**src/design/shp_pkg.sv**
```systemverilog
// shared types, character codes and the hex digit decoder of the strict hex parser
// no dependencies; compiled first
`timescale 1ns / 1ps

package shp_pkg;

  localparam int unsigned CharWidth  = 8;
  localparam int unsigned ValueOutW  = 64;
  localparam int unsigned NibbleW    = 4;

  localparam logic [CharWidth-1:0] CH_0    = 8'h30;
  localparam logic [CharWidth-1:0] CH_9    = 8'h39;
  localparam logic [CharWidth-1:0] CH_A_LO = 8'h61;
  localparam logic [CharWidth-1:0] CH_F_LO = 8'h66;
  localparam logic [CharWidth-1:0] CH_A_UP = 8'h41;
  localparam logic [CharWidth-1:0] CH_F_UP = 8'h46;
  localparam logic [CharWidth-1:0] CH_X_LO = 8'h78;
  localparam logic [CharWidth-1:0] CH_X_UP = 8'h58;
  localparam logic [CharWidth-1:0] HEX_TEN = 8'd10;

  localparam logic [1:0] POS_FIRST  = 2'd0;
  localparam logic [1:0] POS_SECOND = 2'd1;
  localparam logic [1:0] POS_LATER  = 2'd2;

  typedef enum logic [1:0] {
    ST_OK        = 2'd0,
    ST_NO_DIGITS = 2'd1,
    ST_BAD_CHAR  = 2'd2,
    ST_OVERFLOW  = 2'd3
  } status_e;

  typedef struct packed {
    logic [CharWidth-1:0] char_code;
    logic                 has_char;
    logic                 last;
  } item_t;

  typedef struct packed {
    logic [ValueOutW-1:0] value;
    status_e              status;
  } result_t;

  typedef struct packed {
    logic                 bad;
    logic [NibbleW-1:0]   nibble;
  } hex_digit_t;

  // digits and either case of a-f accepted, anything else flagged bad
  function automatic hex_digit_t hex_digit(input logic [CharWidth-1:0] c);
    hex_digit_t d;
    d.bad    = 1'b0;
    d.nibble = '0;
    if (c >= CH_0 && c <= CH_9) begin
      d.nibble = NibbleW'(c - CH_0);
    end else if (c >= CH_A_LO && c <= CH_F_LO) begin
      d.nibble = NibbleW'(c - CH_A_LO + HEX_TEN);
    end else if (c >= CH_A_UP && c <= CH_F_UP) begin
      d.nibble = NibbleW'(c - CH_A_UP + HEX_TEN);
    end else begin
      d.bad = 1'b1;
    end
    return d;
  endfunction

endpackage

```
**src/design/shp_if.sv**
```systemverilog
// valid/ready channel interfaces for the character items and the result items
// depends on shp_pkg for the field widths
`timescale 1ns / 1ps

interface shp_in_if;
  logic                             valid;
  logic                             ready;
  logic [shp_pkg::CharWidth-1:0]    char_code;
  logic                             has_char;
  logic                             last;

  modport source (output valid, char_code, has_char, last, input ready);
  modport sink   (input valid, char_code, has_char, last, output ready);
endinterface

interface shp_out_if;
  logic                             valid;
  logic                             ready;
  logic [shp_pkg::ValueOutW-1:0]    value;
  logic [1:0]                       status;

  modport source (output valid, value, status, input ready);
  modport sink   (input valid, value, status, output ready);
endinterface

```
**src/design/shp_in_reg.sv**
```systemverilog
// input register: holds one character item until the parse step takes it
// depends on shp_pkg and shp_in_if
`timescale 1ns / 1ps

module shp_in_reg (
  input  logic            clk_i,
  input  logic            rst_ni,
  shp_in_if.sink          in_i,
  input  logic            adv_i,
  output logic            vld_o,
  output shp_pkg::item_t  item_o
);

  logic           vld_d, vld_q;
  logic           acc;
  shp_pkg::item_t item_q;

  assign in_i.ready = !vld_q || adv_i;
  assign acc        = in_i.valid && in_i.ready;

  always_comb begin
    vld_d = vld_q;
    if (acc) begin
      vld_d = 1'b1;
    end else if (adv_i) begin
      vld_d = 1'b0;
    end
  end

  always_ff @(posedge clk_i or negedge rst_ni) begin
    if (!rst_ni) begin
      vld_q <= 1'b0;
    end else begin
      vld_q <= vld_d;
    end
  end

  always_ff @(posedge clk_i) begin
    if (acc) begin
      item_q.char_code <= in_i.char_code;
      item_q.has_char  <= in_i.has_char;
      item_q.last      <= in_i.last;
    end
  end

  assign vld_o  = vld_q;
  assign item_o = item_q;

endmodule

```
**src/design/shp_core.sv**
```systemverilog
// parse state and the per-character step: prefix skip, nibble shift-add, overflow check
// depends on shp_pkg
`timescale 1ns / 1ps

module shp_core #(
  parameter int unsigned VALUE_WIDTH = 64
) (
  input  logic              clk_i,
  input  logic              rst_ni,
  input  logic              adv_i,
  input  shp_pkg::item_t    item_i,
  output shp_pkg::result_t  res_o
);

  logic [1:0]             pos_d, pos_q;
  logic                   fwz_d, fwz_q;
  logic [VALUE_WIDTH-1:0] acc_d, acc_q;
  logic                   dcn_d, dcn_q;
  shp_pkg::status_e       fail_d, fail_q;

  logic [1:0]             pos_n;
  logic                   fwz_n;
  logic [VALUE_WIDTH-1:0] acc_n;
  logic                   dcn_n;
  shp_pkg::status_e       fail_n;
  shp_pkg::hex_digit_t    dig;
  logic                   is_x;

  assign dig  = shp_pkg::hex_digit(item_i.char_code);
  assign is_x = (item_i.char_code == shp_pkg::CH_X_LO) ||
                (item_i.char_code == shp_pkg::CH_X_UP);

  // state after taking this item's character
  always_comb begin
    pos_n  = pos_q;
    fwz_n  = fwz_q;
    acc_n  = acc_q;
    dcn_n  = dcn_q;
    fail_n = fail_q;
    if (item_i.has_char) begin
      if (pos_q != shp_pkg::POS_LATER) begin
        pos_n = pos_q + 2'd1;
      end
      if (fail_q == shp_pkg::ST_OK) begin
        if (pos_q == shp_pkg::POS_SECOND && fwz_q && is_x) begin
          // 0x prefix: drop the leading zero
          acc_n = '0;
          dcn_n = 1'b0;
        end else begin
          if (pos_q == shp_pkg::POS_FIRST && item_i.char_code == shp_pkg::CH_0) begin
            fwz_n = 1'b1;
          end
          if (dig.bad) begin
            fail_n = shp_pkg::ST_BAD_CHAR;
          end else if (acc_q[VALUE_WIDTH-1 -: shp_pkg::NibbleW] != '0) begin
            fail_n = shp_pkg::ST_OVERFLOW;
          end else begin
            acc_n = {acc_q[VALUE_WIDTH-shp_pkg::NibbleW-1:0], dig.nibble};
            dcn_n = 1'b1;
          end
        end
      end
    end
  end

  always_comb begin
    res_o.value  = '0;
    res_o.status = shp_pkg::ST_OK;
    if (fail_n != shp_pkg::ST_OK) begin
      res_o.status = fail_n;
    end else if (!dcn_n) begin
      res_o.status = shp_pkg::ST_NO_DIGITS;
    end else begin
      res_o.value = shp_pkg::ValueOutW'(acc_n);
    end
  end

  // closing item clears the parse for the next string
  always_comb begin
    pos_d  = pos_q;
    fwz_d  = fwz_q;
    acc_d  = acc_q;
    dcn_d  = dcn_q;
    fail_d = fail_q;
    if (adv_i) begin
      if (item_i.last) begin
        pos_d  = shp_pkg::POS_FIRST;
        fwz_d  = 1'b0;
        acc_d  = '0;
        dcn_d  = 1'b0;
        fail_d = shp_pkg::ST_OK;
      end else begin
        pos_d  = pos_n;
        fwz_d  = fwz_n;
        acc_d  = acc_n;
        dcn_d  = dcn_n;
        fail_d = fail_n;
      end
    end
  end

  always_ff @(posedge clk_i or negedge rst_ni) begin
    if (!rst_ni) begin
      pos_q  <= shp_pkg::POS_FIRST;
      fwz_q  <= 1'b0;
      acc_q  <= '0;
      dcn_q  <= 1'b0;
      fail_q <= shp_pkg::ST_OK;
    end else begin
      pos_q  <= pos_d;
      fwz_q  <= fwz_d;
      acc_q  <= acc_d;
      dcn_q  <= dcn_d;
      fail_q <= fail_d;
    end
  end

endmodule

```
**src/design/shp_out_reg.sv**
```systemverilog
// result register: holds one result item until the sink takes it
// depends on shp_pkg and shp_out_if
`timescale 1ns / 1ps

module shp_out_reg (
  input  logic              clk_i,
  input  logic              rst_ni,
  input  logic              load_i,
  input  shp_pkg::result_t  res_i,
  output logic              free_o,
  shp_out_if.source         out_o
);

  logic             vld_d, vld_q;
  shp_pkg::result_t res_q;

  assign free_o = !vld_q || out_o.ready;

  always_comb begin
    vld_d = vld_q;
    if (load_i) begin
      vld_d = 1'b1;
    end else if (out_o.ready) begin
      vld_d = 1'b0;
    end
  end

  always_ff @(posedge clk_i or negedge rst_ni) begin
    if (!rst_ni) begin
      vld_q <= 1'b0;
    end else begin
      vld_q <= vld_d;
    end
  end

  always_ff @(posedge clk_i) begin
    if (load_i) begin
      res_q <= res_i;
    end
  end

  assign out_o.valid  = vld_q;
  assign out_o.value  = res_q.value;
  assign out_o.status = res_q.status;

endmodule

```
**src/design/strict_hex_quantity_parser_top.sv**
```systemverilog
// strict hex quantity parser: input register, parse step, result register
// depends on shp_pkg, shp_if, shp_in_reg, shp_core, shp_out_reg
//
//   channel | dir | payload                      | item
//   in_i    | in  | char_code, has_char, last    | one character (or empty mark)
//   out_o   | out | value, status                | one result per closing item
//
// one character item per cycle unless a closing item holds off the input; a closing
// item passes the input register and then the result register, which offers its result
// the step from input register to result register is one nibble shift-add and a
// four-bit overflow test on the top of the accumulator
// reset clears the parse state and both valid flags; no clearing pass
// a stalled result lets non-closing items pass; a closing item then waits in the
// input register and holds off the input until the result is taken
`timescale 1ns / 1ps

module strict_hex_quantity_parser_top #(
  parameter int unsigned VALUE_WIDTH = 64
) (
  input  logic        clk_i,
  input  logic        rst_ni,
  shp_in_if.sink      in_i,
  shp_out_if.source   out_o
);

  logic             in_vld;
  shp_pkg::item_t   item;
  shp_pkg::result_t res;
  logic             out_free;
  logic             adv;
  logic             load;

  // a closing item waits for room in the result register
  assign adv  = in_vld && (!item.last || out_free);
  assign load = adv && item.last;

  shp_in_reg u_in_reg (
    .clk_i  (clk_i),
    .rst_ni (rst_ni),
    .in_i   (in_i),
    .adv_i  (adv),
    .vld_o  (in_vld),
    .item_o (item)
  );

  shp_core #(
    .VALUE_WIDTH (VALUE_WIDTH)
  ) u_core (
    .clk_i  (clk_i),
    .rst_ni (rst_ni),
    .adv_i  (adv),
    .item_i (item),
    .res_o  (res)
  );

  shp_out_reg u_out_reg (
    .clk_i  (clk_i),
    .rst_ni (rst_ni),
    .load_i (load),
    .res_i  (res),
    .free_o (out_free),
    .out_o  (out_o)
  );

  // a failed parse never reports a value
  assert property (@(posedge clk_i) disable iff (!rst_ni)
    out_o.valid && out_o.status != shp_pkg::ST_OK |-> out_o.value == '0)
    else $error("nonzero value with failure status");

  // a new result only follows a closing item leaving the input register
  assert property (@(posedge clk_i) disable iff (!rst_ni)
    $rose(out_o.valid) |-> $past(adv && item.last))
    else $error("result without closing item");

  // input back-pressure only while a closing item waits on a stalled result
  assert property (@(posedge clk_i) disable iff (!rst_ni)
    !in_i.ready |-> in_vld && item.last && out_o.valid && !out_o.ready)
    else $error("input stalled without cause");

endmodule

```
**src/flat_wrapper.sv**
```systemverilog
// flat-port wrapper written by rule: the top's interface ports become plain ports
module strict_hex_quantity_parser_top_flat 
#(
  parameter int unsigned VALUE_WIDTH = 64
)
  (clk_i, rst_ni, in_i_valid, in_i_char_code, in_i_has_char, in_i_last, in_i_ready, out_o_valid, out_o_value, out_o_status, out_o_ready);
  shp_in_if in_i_i ();
  shp_out_if out_o_i ();
  input  logic clk_i;
  input  logic rst_ni;
  input wire logic [$bits(in_i_i.valid)-1:0] in_i_valid;
  input wire logic [$bits(in_i_i.char_code)-1:0] in_i_char_code;
  input wire logic [$bits(in_i_i.has_char)-1:0] in_i_has_char;
  input wire logic [$bits(in_i_i.last)-1:0] in_i_last;
  output wire logic [$bits(in_i_i.ready)-1:0] in_i_ready;
  output wire logic [$bits(out_o_i.valid)-1:0] out_o_valid;
  output wire logic [$bits(out_o_i.value)-1:0] out_o_value;
  output wire logic [$bits(out_o_i.status)-1:0] out_o_status;
  input wire logic [$bits(out_o_i.ready)-1:0] out_o_ready;
  assign in_i_i.valid = in_i_valid;
  assign in_i_i.char_code = in_i_char_code;
  assign in_i_i.has_char = in_i_has_char;
  assign in_i_i.last = in_i_last;
  assign in_i_ready = in_i_i.ready;
  assign out_o_valid = out_o_i.valid;
  assign out_o_value = out_o_i.value;
  assign out_o_status = out_o_i.status;
  assign out_o_i.ready = out_o_ready;
  strict_hex_quantity_parser_top #(.VALUE_WIDTH(VALUE_WIDTH)) u_core (.clk_i(clk_i), .rst_ni(rst_ni), .in_i(in_i_i), .out_o(out_o_i));
endmodule
```
**config.mk**
```make
export PLATFORM = sky130hd
export DESIGN_NAME = strict_hex_quantity_parser_top_flat
export DESIGN_NICKNAME = d
export VERILOG_FILES = /design/src/design/shp_pkg.sv /design/src/design/shp_if.sv /design/src/design/shp_in_reg.sv /design/src/design/shp_core.sv /design/src/design/shp_out_reg.sv /design/src/design/strict_hex_quantity_parser_top.sv /design/src/flat_wrapper.sv
export SDC_FILE = /design/constraint.sdc
export NUM_CORES = 1
export LEC_CHECK = 0
export ABC_AREA = 0
export BUFFER_PORTS_ARGS = -buffer_cell sky130_fd_sc_hd__buf_2
export CORE_ASPECT_RATIO = 1.4
export CORE_MARGIN = 10
export CORE_UTILIZATION = 38
export DETAILED_ROUTE_END_ITERATION = 12
export GPL_TIMING_DRIVEN = 1
export PLACE_DENSITY = 0.61
export SYNTH_ARGS = -nofsm -noshare
export SYNTH_HDL_FRONTEND = slang
export SYNTH_SLANG_ARGS = --single-unit
```
**constraint.sdc**
```tcl
create_clock -name clk_i -period 3 [get_ports clk_i]
set_input_delay 0.45 -clock clk_i [delete_from_list [all_inputs] [get_ports clk_i]]
set_output_delay 0.45 -clock clk_i [all_outputs]
set_load 0.01 [all_outputs]
```
==> results of run 1 <==
-- logic make-up after synthesis --
family | after synthesis
AOI/OAI and AO/OA | 214
muxes | 1
buffers and inverters | 54
adders and majority gates | 7
xor gates and xnor gates | 1
and+or+nand+nor | 226
DFF | 148
-- area by class of cell --
type | instances | share of cell area, %
Sequential cell | 148 | 50.38
Multi-Input combinational cell | 449 | 30.42
Timing Repair Buffer | 95 | 6.791
Clock buffer | 23 | 5.773
Tap cell | 240 | 3.704
Clock inverter | 9 | 2.470
Inverter | 9 | 0.4630
-- flip-flops by register name, indices dropped and copies added, names as in the netlist, 2 cells and up --
register,cells
u_core.u_core.acc_q,64
u_core.u_out_reg.out_o.value,64
u_core.u_in_reg.item_o,10
u_core.u_core.fail_q,2
u_core.u_core.pos_q,2
u_core.u_out_reg.out_o.status,2
-- placed cells by master, fill, tap and decap left out, types with 3 or more instances in the layout --
cell type / count
clkbuf_16: 17
o21ai_2: 58
ha_1: 7
a22oi_1: 4
nand2b_1: 6
buf_2: 80
a22o_1: 5
edfxtp_1: 76
buf_4: 12
dfrtp_1: 72
nand2_1: 181
o21ai_1: 15
o211ai_1: 3
bufinv_16: 6
inv_1: 8
clkbuf_1: 4
buf_12: 3
nor2_1: 14
o21ai_0: 56
nor3_1: 3
a21oi_1: 63
-- worst max-delay path by stage --
| stage | endpoint | start | cells after the start | slack [ns] |
|---|---|---|---|---|
| 6_report | u_core.u_out_reg.out_o.value[16]$_SDFFCE_PP0P_ | u_core.u_in_reg.item_o[2]$_DFFE_PP_ | 9 | 0.24 |
| 5_1_grt | u_core.u_out_reg.out_o.value[3]$_SDFFCE_PP0P_ | u_core.u_in_reg.item_o[2]$_DFFE_PP_ | 9 | 0.07 |
| 4_1_cts | u_core.u_out_reg.out_o.value[12]$_SDFFCE_PP0P_ | u_core.u_in_reg.item_o[2]$_DFFE_PP_ | 9 | 0.25 |
| 3_5_place_dp | u_core.u_out_reg.out_o.value[12]$_SDFFCE_PP0P_ | u_core.u_in_reg.item_o[2]$_DFFE_PP_ | 9 | 0.28 |
| 3_3_place_gp | u_core.u_out_reg.out_o.value[12]$_SDFFCE_PP0P_ | u_core.u_in_reg.item_o[2]$_DFFE_PP_ | 9 | 0.39 |
| 2_1_floorplan | u_core.u_out_reg.out_o.status[0]$_DFFE_PP_ | out_o_ready | 6 | 0.13 |
-- where the power goes --
group          leakage, uW  internal (uW)  switching (uW)  total (uW)
Sequential         0.00174           2200            34.7        2240
Combinational     0.000998           95.3             241         336
Clock             0.000319           1600             824        2430
-- worst max-delay path, delay by kind of cell (launching register included) --
family	cells	cell delay [ns]
AO/OA/AOI/OAI	6	1.50
flip-flops	1	0.48
buffers and inverters	2	0.37
adder cells (fa/ha/maj)	1	0.23
-- stage by stage --
| step | cell area, sq um | util [%] | setup WS [ns] |
|---|---|---|---|
| detailed placement | 7438 | 41.67 | 0.2780 |
| floorplan | 6874 | - | 0.1281 |
| finish | 8107 | 45.41 | 0.2411 |
| global route | 8107 | 45.41 | 0.06757 |
| global placement | 7438 | 41.67 | 0.3888 |
| CTS | 8107 | 45.41 | 0.2542 |
-- per-layer routing --
layer,share of wire (%),global-route usage (%)
met4,1.7,5.091
met2,50,22.54
met3,5.7,3.870
met1,42,16.81
met5,0,0
==> impl_metrics.toml, run 1 <==
[yosys]
synth-compound-area-share_pct = 20.23
synthArstFlopShare_pct = 48.65
synth_edf_count = 76
synthMuxAreaShare_pct = 0.1639
syn-cell-area_sq_um = 6870
ys.warnings.count = 0
yosys.area.top_type = "edfxtp_1"
yosysMostFrequentCell = "nand2_1"
synth_top_cell_area_share_pct = 33.22
yosys_register_bits = 148
synth_top_family_by_area = "compound AO/OA/AOI/OAI gates"
synthTopCellsByArea = "edfxtp_1 33%, dfrtp_1 26%, nand2_1 9.9%, o21ai_2 7.4%, a21oi_1 4.6%"
netlist-cell-type-count = 48
synthAdderAreaFrac_pct = 1.275
avgSynthCellArea_sq_um = 10.55
synth_common_cells = "182 x nand2_1, 76 x edfxtp_1, 72 x dfrtp_1, 63 x a21oi_1, 58 x o21ai_2"
syn_nets = 672
ys_seq_area_share_pct = 59.44
synthXorXnorAreaFrac_pct = 0.1275
synth_ff_type = "edfxtp_1"
syn_inst = 651
synth-simple-area-share_pct = 13.99

[layout]
num-fill-cells = 1707
drive_gt1_share_pct = 26.19
insertedDiodeCount = 0
multi_input_area_sq_um = 2466
final_net_count = 741
area_growth_pct = 17.99
fin_cells = 973
register_area_sq_um = 4084

[sta]
rsz0062_at_grt = "no"
setup_viol = 0
whs_ns = 0.1460
worst_pin_slew_ns = 0.9276
hold_violations = 0
clock.fmax_ghz = 0.3625
fin_crit_ns = 2.759
relSlewSlack_pct = 38.16
setup_tns_ns = 0
fin_worst_skew_ns = 0.01120
maxSlewViolCount = 0
period_share_pct = 91.96

[worst_setup_path]
end_kind = "register"
cpMaxStageDelayCell = "edfxtp_1"
regToRegEndpoint = "u_core.u_out_reg.out_o.value[16]$_SDFFCE_PP0P_"
r2r_slack_ns = 0.24
reg2regPathDepth = 9
required_ns = 3.25
path_cells = "inv_1 -> ha_1 -> o21bai_1 -> a21oi_4 -> a31oi_4 -> o21a_2 -> buf_12 -> o21ai_1 -> a21oi_1"
cp.arrival_ns = 3.01
r2r-start = "u_core.u_in_reg.item_o[2]$_DFFE_PP_"
path_class = "register to register"
worstSetupStartpointType = "register"
cpPeakStageDelay_ns = 0.48
cp_max_fo = 42

[drt]
final_antenna_net_count = 0
drt_wl_total_mm = 15.87
via_count = 5089
via_per_inst = 5.230
firstDrtPassIters = 5
wl_per_cell_um = 16.31
drt_first_iter_violations = 543
route.detailed.drc = 0

[clock_tree]
htree_num_levels = 4
post-cts-setup-buffers = 0
cts-root-buf = "clkbuf_16"
cts_buffers = 17
clockBufferDepth = 2
cts_hold_buf = 0
cts_tree = "built"
numClockSinks = 148
ctsResizeCount = 0
clkTransAtPathRegs_ns = 0.06
clk_latency_ns = 0.43

[pwr]
peakVddDrop_mv = 0.2418
leakage_uw = 0.003053
power_uw = 5003
power_density_nw_per_um2 = 617.1

[run_status]
outcome = "completed"

[global_routing]
track_usage_pct = 13.71
grt_pass1_wl_mm = 26.46
grt_max_degree = 73
grt_pass1_vias = 5066
antenna_found_initial = 0
grt-ovfl-total = 0

[floorplanning]
fp-row-count = 58
start_util_pct = 38.48
die_x_um = 133.6
fp.dieH_um = 179.1
pin_count = 82
die_area_sq_um = 23930
core-area_sq_um = 17850

[placed_design]
globalplace.congestion = 0.8422
portBuffers = 81
place_inst = 941
dp_hpwl_mm = 10.19

[flow_run]
cap_viol_max_count = 0

[min_path]
hp-class = "input pin to asynchronous set/reset pin"
Power figures use the tool's default switching activity.
==> run 2, diff against run 1 <==
==> constraint.sdc (replaced) <==
create_clock -name clk_i -period 2.4 [get_ports clk_i]
set_input_delay 0.36 -clock clk_i [delete_from_list [all_inputs] [get_ports clk_i]]
set_output_delay 0.36 -clock clk_i [all_outputs]
set_load 0.01 [all_outputs]
==> run 2 against run 1 <==
Net effect:
- clock power grew 9.9%
- core utilization increased by 2.3 points
- critical path depth did not move
- worst hold slack got worse by 0.040 ns
- via count increased by 2.7%
- total power up 19%
- register-to-register slack got worse by 0.17 ns
- first-iteration DRC count decreased by 28%
- maximum frequency grew 18%
- global-route usage decreased by 0.056 points
==> impl_metrics.toml, run 2 (synthesized netlist as in run 1, its figures left out) <==
[drt]
wl_per_cell_um = 16.54
via_count = 5224
drt_first_iter_violations = 391
route.detailed.drc = 0
via_per_inst = 5.234
drt_wl_total_mm = 16.50
final_antenna_net_count = 0
firstDrtPassIters = 5

[clock_tree]
cts_tree = "built"
clkTransAtPathRegs_ns = 0.06
cts-root-buf = "clkbuf_16"
clockBufferDepth = 2
cts_buffers = 17
numClockSinks = 148
htree_num_levels = 4
clk_latency_ns = 0.43

[layout]
insertedDiodeCount = 0
num-fill-cells = 1656
layout.cells.most_common_list = "181 x nand2_1, 80 x buf_2, 76 x edfxtp_1, 72 x dfrtp_1"
drive_gt1_share_pct = 30.74
final_net_count = 766
fin_util_pct = 47.74
fin_cells = 998
final_common_cell = "nand2_1"
multi_input_area_sq_um = 2545
register_area_sq_um = 4084
area_growth_pct = 24.06

[placed_design]
pre_cts_ws_ns = -0.06099
dp_hpwl_mm = 10.40
place_inst = 952
globalplace.congestion = 0.7940
portBuffers = 81

[worst_setup_path]
worstSetupStartpointType = "register"
path_cells = "buf_4 -> ha_2 -> or2_4 -> a31oi_4 -> o21ai_2 -> o221ai_4 -> buf_12 -> clkbuf_16 -> a21oi_1"
cp.arrival_ns = 2.50
path_class = "register to register"
crit_start = "u_core.u_in_reg.item_o[2]$_DFFE_PP_"
cpPeakStageDelay_ns = 0.43
end_kind = "register"
r2r-start = "u_core.u_in_reg.item_o[2]$_DFFE_PP_"
cp_max_fo = 7
cpMaxStageDelayCell = "edfxtp_1"
required_ns = 2.57

[pwr]
leakage_uw = 0.003239
clkPwrFrac_pct = 44.8
peakVddDrop_mv = 0.3546
power_density_nw_per_um2 = 700.2
internal_power_uw = 4557
p_sw_uw = 1411
p_sw_share_pct = 23.64
power_frac_comb_pct = 8.5
seqPwrFrac_pct = 46.8

[floorplanning]
die_x_um = 133.6
pin_count = 82
die_area_sq_um = 23930
start_util_pct = 38.48
fp-row-count = 58
core-area_sq_um = 17850
fp.dieH_um = 179.1

[global_routing]
track_usage_pct = 13.65
grt_pass1_vias = 5096
grt-ovfl-total = 0
grt_max_degree = 73
use_met1_pct = 16.47
busiest_layer = "met2"
grtUsageMet3_pct = 4.178
antenna_found_initial = 0
met2_usage_pct = 22.62
grt_pass1_wl_mm = 26.28

[run_status]
outcome = "completed"

[min_path]
hp-class = "input pin to register"
hp-start = "in_i_char_code[3]"

[sta]
period_share_pct = 97.17
fin_worst_skew_ns = 0.008403
maxSlewViolCount = 0
whs_ns = 0.1055
setup_viol = 0
clock.fmax_ghz = 0.4288
relSlewSlack_pct = 57.03
worst_pin_slew_ns = 0.6446
setup_slack_ns = 0.06794
hold_violations = 0
fin_crit_ns = 2.332

[flow_run]
cap_viol_max_count = 0
[run 2: repair_timing]
item / 4_1_cts / 5_1_grt
gates cloned: 1 / 6
endpoints found under the hold margin: 72 / 0
buffers inserted: 1 / 5
gates resized for setup: 2 / 24
hold buffers: 1 / 0
setup endpoints to repair: 16 / 96
pin swaps: 2 / 14
[run 2: worst paths after layout]
path                                                             endpoint  cells past startpoint  slack [ns]
max                        u_core.u_out_reg.out_o.value[48]$_SDFFCE_PP0P_                      9        0.07
min                                   u_core.u_in_reg.item_o[5]$_DFFE_PP_                      1        0.11
max reg2reg                u_core.u_out_reg.out_o.value[48]$_SDFFCE_PP0P_                      9        0.07
min reg2reg                               u_core.u_core.fwz_q$_DFFE_PN0P_                      2        0.51
max in group asynchronous              u_core.u_core.acc_q[3]$_DFFE_PN0P_                      3        1.59
min in group asynchronous             u_core.u_core.acc_q[41]$_DFFE_PN0P_                      3        0.48
[run 2: routing by layer]
layer  vias to the layer above  part of all wire, %
met5                         -                    0
met4                         0                  1.5
met3                        22                  5.5
met2                       156                   51
met1                      2573                   42
li1                       2473                    -
[run 2: cell type report]
class / instances / area share, %
inverter: 9 / 0.4404
timing repair buffer: 119 / 11.33
tap: 240 / 3.523
clock buffer: 18 / 5.035
clock inverter: 14 / 1.894
sequential: 148 / 47.92
multi-input combinational: 450 / 29.86
[run 2: power by group through the flow]
stage                     Sequential [uW]  Combinational (uW)  Clock [uW]
after floorplan                      2870                 245           0
after global placement               2840                 449           0
after detailed placement             2840                 462           0
after CTS                            2790                 475        2720
after global routing                 2800                 555        2840
final                                2790                 505        2670
[run 2: through the flow]
step	total power (uW)	area, sq um	TNS [ns]
finish	5968	8523	0
global route	6197	8523	-0.4539
CTS	5985	8277	-0.02426
detailed placement	3304	7614	-0.2512
global placement	3287	7614	0
floorplan	3113	6902	-1.001
[run 2: critical path: cells and delay by family, from the launching register on]
kind | cells | cell delay (ns)
AND/OR/NAND/NOR | 1 | 0.24
adder cells (fa/ha/maj) | 1 | 0.19
buffers and inverters | 3 | 0.51
flip-flops | 1 | 0.43
AO/OA/AOI/OAI | 4 | 0.70
==> run 3, diff against run 2 <==
--- a/config.mk
+++ b/config.mk
@@ -10,6 +10,7 @@
 export CORE_ASPECT_RATIO = 1.4
 export CORE_MARGIN = 10
 export CORE_UTILIZATION = 38
+export CTS_BUF_LIST = sky130_fd_sc_hd__clkbuf_4
 export DETAILED_ROUTE_END_ITERATION = 12
 export GPL_TIMING_DRIVEN = 1
 export PLACE_DENSITY = 0.61
==> run 3 against run 2 <==
Net effect:
- global-route usage barely moved
- wire length down 0.13%
- clock skew up 0.0062 ns
- combinational power grew 2%
- clock power shrank 39%
- via count is 0.42% higher
- clock-buffer cell count unchanged
- final area decreased by 2.2%
- first-iteration DRC count increased by 4.1%
- sequential power is essentially flat
- critical endpoint unchanged
==> impl_metrics.toml, run 3 (synthesized netlist as in run 1, its figures left out) <==
[run_status]
outcome = "completed"

[clock_tree]
cts_buffers = 17
htree_num_levels = 4
clockBufferDepth = 2
cts-root-buf = "clkbuf_4"
clk_latency_ns = 0.57
clkTransAtPathRegs_ns = 0.13
numClockSinks = 148
cts_tree = "built"

[worst_setup_path]
r2r-start = "u_core.u_in_reg.item_o[2]$_DFFE_PP_"
reg2regPathDepth = 10
cp_num_cells = 10
cpPeakStageDelay_ns = 0.44
end_kind = "register"
worstSetupStartpointType = "register"
crit_start = "u_core.u_in_reg.item_o[2]$_DFFE_PP_"
cpMaxStageDelayCell = "edfxtp_1"
cp.arrival_ns = 2.64
path_class = "register to register"
path_cells = "inv_2 -> ha_2 -> nand2b_4 -> or2_1 -> a31oi_4 -> o21ai_2 -> o221ai_4 -> buf_12 -> clkbuf_16 -> a21oi_1"
path_delay_family = "compound AO/OA/AOI/OAI gates"
crit_buf_inv = 3
required_ns = 2.72
cp_max_fo = 6

[global_routing]
grt_pass1_wl_mm = 26.41
track_usage_pct = 13.65
grt_pass1_vias = 5109
antenna_found_initial = 1
grt_max_degree = 73
grt-ovfl-total = 0

[drt]
drt_wl_total_mm = 16.48
wl_per_cell_um = 16.30
final_antenna_net_count = 0
drt_first_iter_violations = 407
via_per_inst = 5.189
firstDrtPassIters = 5
via_count = 5246
route.detailed.drc = 0

[floorplanning]
start_util_pct = 38.48
pin_count = 82
fp-row-count = 58
die_x_um = 133.6
die_area_sq_um = 23930
fp.dieH_um = 179.1
core-area_sq_um = 17850

[min_path]
hp-class = "input pin to asynchronous set/reset pin"

[sta]
period_share_pct = 96.64
whs_ns = 0.3245
clock.fmax_ghz = 0.4312
setup_slack_ns = 0.08067
worst_pin_slew_ns = 0.6284
hold_violations = 0
setup_tns_ns = 0
relSlewSlack_pct = 58.11
rsz0062_at_grt = "yes"
fin_worst_skew_ns = 0.01460
fin_crit_ns = 2.319
maxSlewViolCount = 0
setup_viol = 0

[layout]
layout.cells.most_common_list = "181 x nand2_1, 80 x buf_2, 76 x edfxtp_1, 72 x dfrtp_1, 62 x a21oi_1"
drive_gt1_share_pct = 30.00
fin_util_pct = 46.68
final_net_count = 778
area_growth_pct = 21.31
final_common_cell = "nand2_1"

[pwr]
leakage_uw = 0.003163
power_density_nw_per_um2 = 592.6
peakVddDrop_mv = 0.2431
power_uw = 4938

[flow_run]
cap_viol_max_count = 0

[placed_design]
portBuffers = 81
pre_cts_ws_ns = -0.06099
globalplace.congestion = 0.7940
dp_hpwl_mm = 10.40
-- run 3: cell types whose count changed in the layout (fill, tap and decap cells not counted), moves of 3 or more --
cell and delta:
clkbuf_16 -17, clkbuf_4 +18, a21oi_1 +3, a21oi_2 -3, dlygate4sd3_1 +12
-- run 3: worst paths after layout --
path,to,slack [ns]
min reg2reg,u_core.u_core.fwz_q$_DFFE_PN0P_,0.53
max reg2reg,u_core.u_out_reg.out_o.value[48]$_SDFFCE_PP0P_,0.08
min,u_core.u_core.acc_q[41]$_DFFE_PN0P_,0.32
min in group clk_i,u_core.u_in_reg.item_o[8]$_DFFE_PP_,0.50
max,u_core.u_out_reg.out_o.value[48]$_SDFFCE_PP0P_,0.08
max in group asynchronous,u_core.u_core.acc_q[22]$_DFFE_PN0P_,1.74
-- run 3: per-stage QoR --
| stage | std cells | cell area, sq um |
|---|---|---|
| after floorplan | 651 | 6902 |
| after global placement | 952 | 7614 |
| after detailed placement | 952 | 7614 |
| after CTS | 1001 | 8122 |
| after global routing | 1011 | 8334 |
| final | 1011 | 8334 |
-- run 3: power breakdown --
group	leakage (uW)	internal, uW	total (uW)	switching (uW)
logic	0.00127	188	517	330
registers	0.00174	2750	2790	37.1
clock network	0.000162	727	1630	907
-- run 3: final cells by class --
class | instances | area [sq um]
timing repair buffer | 131 | 1095
fill | 1676 | 9518
antenna | 1 | 2.502
multi-input combinational | 450 | 2519
sequential | 148 | 4084
inverter | 9 | 37.54
tap | 240 | 300.3
clock inverter | 14 | 161.4
clock buffer | 18 | 135.1
-- run 3: timing repair --
action	4_1_cts	5_1_grt
hold buffers	13	0
setup buffers	3	3
gates resized for setup	3	20
cloned	1	6
endpoints found under the setup margin	18	95
hold endpoints to repair	84	0
pin swaps	3	11
-- run 3: routing by layer --
layer  track usage (%)  part of all wire [%]  vias up
met5                 0                     0        -
li1                  -                     -     2499
met3             4.038                   5.2       27
met4             4.500                   1.7        0
met2             22.50                    51      165
met1             16.79                    42     2555
-- run 3: tightest hold or removal path, delay by kind of cell --
family,cells,cell delay [ns]
buf+inv,3,0.96
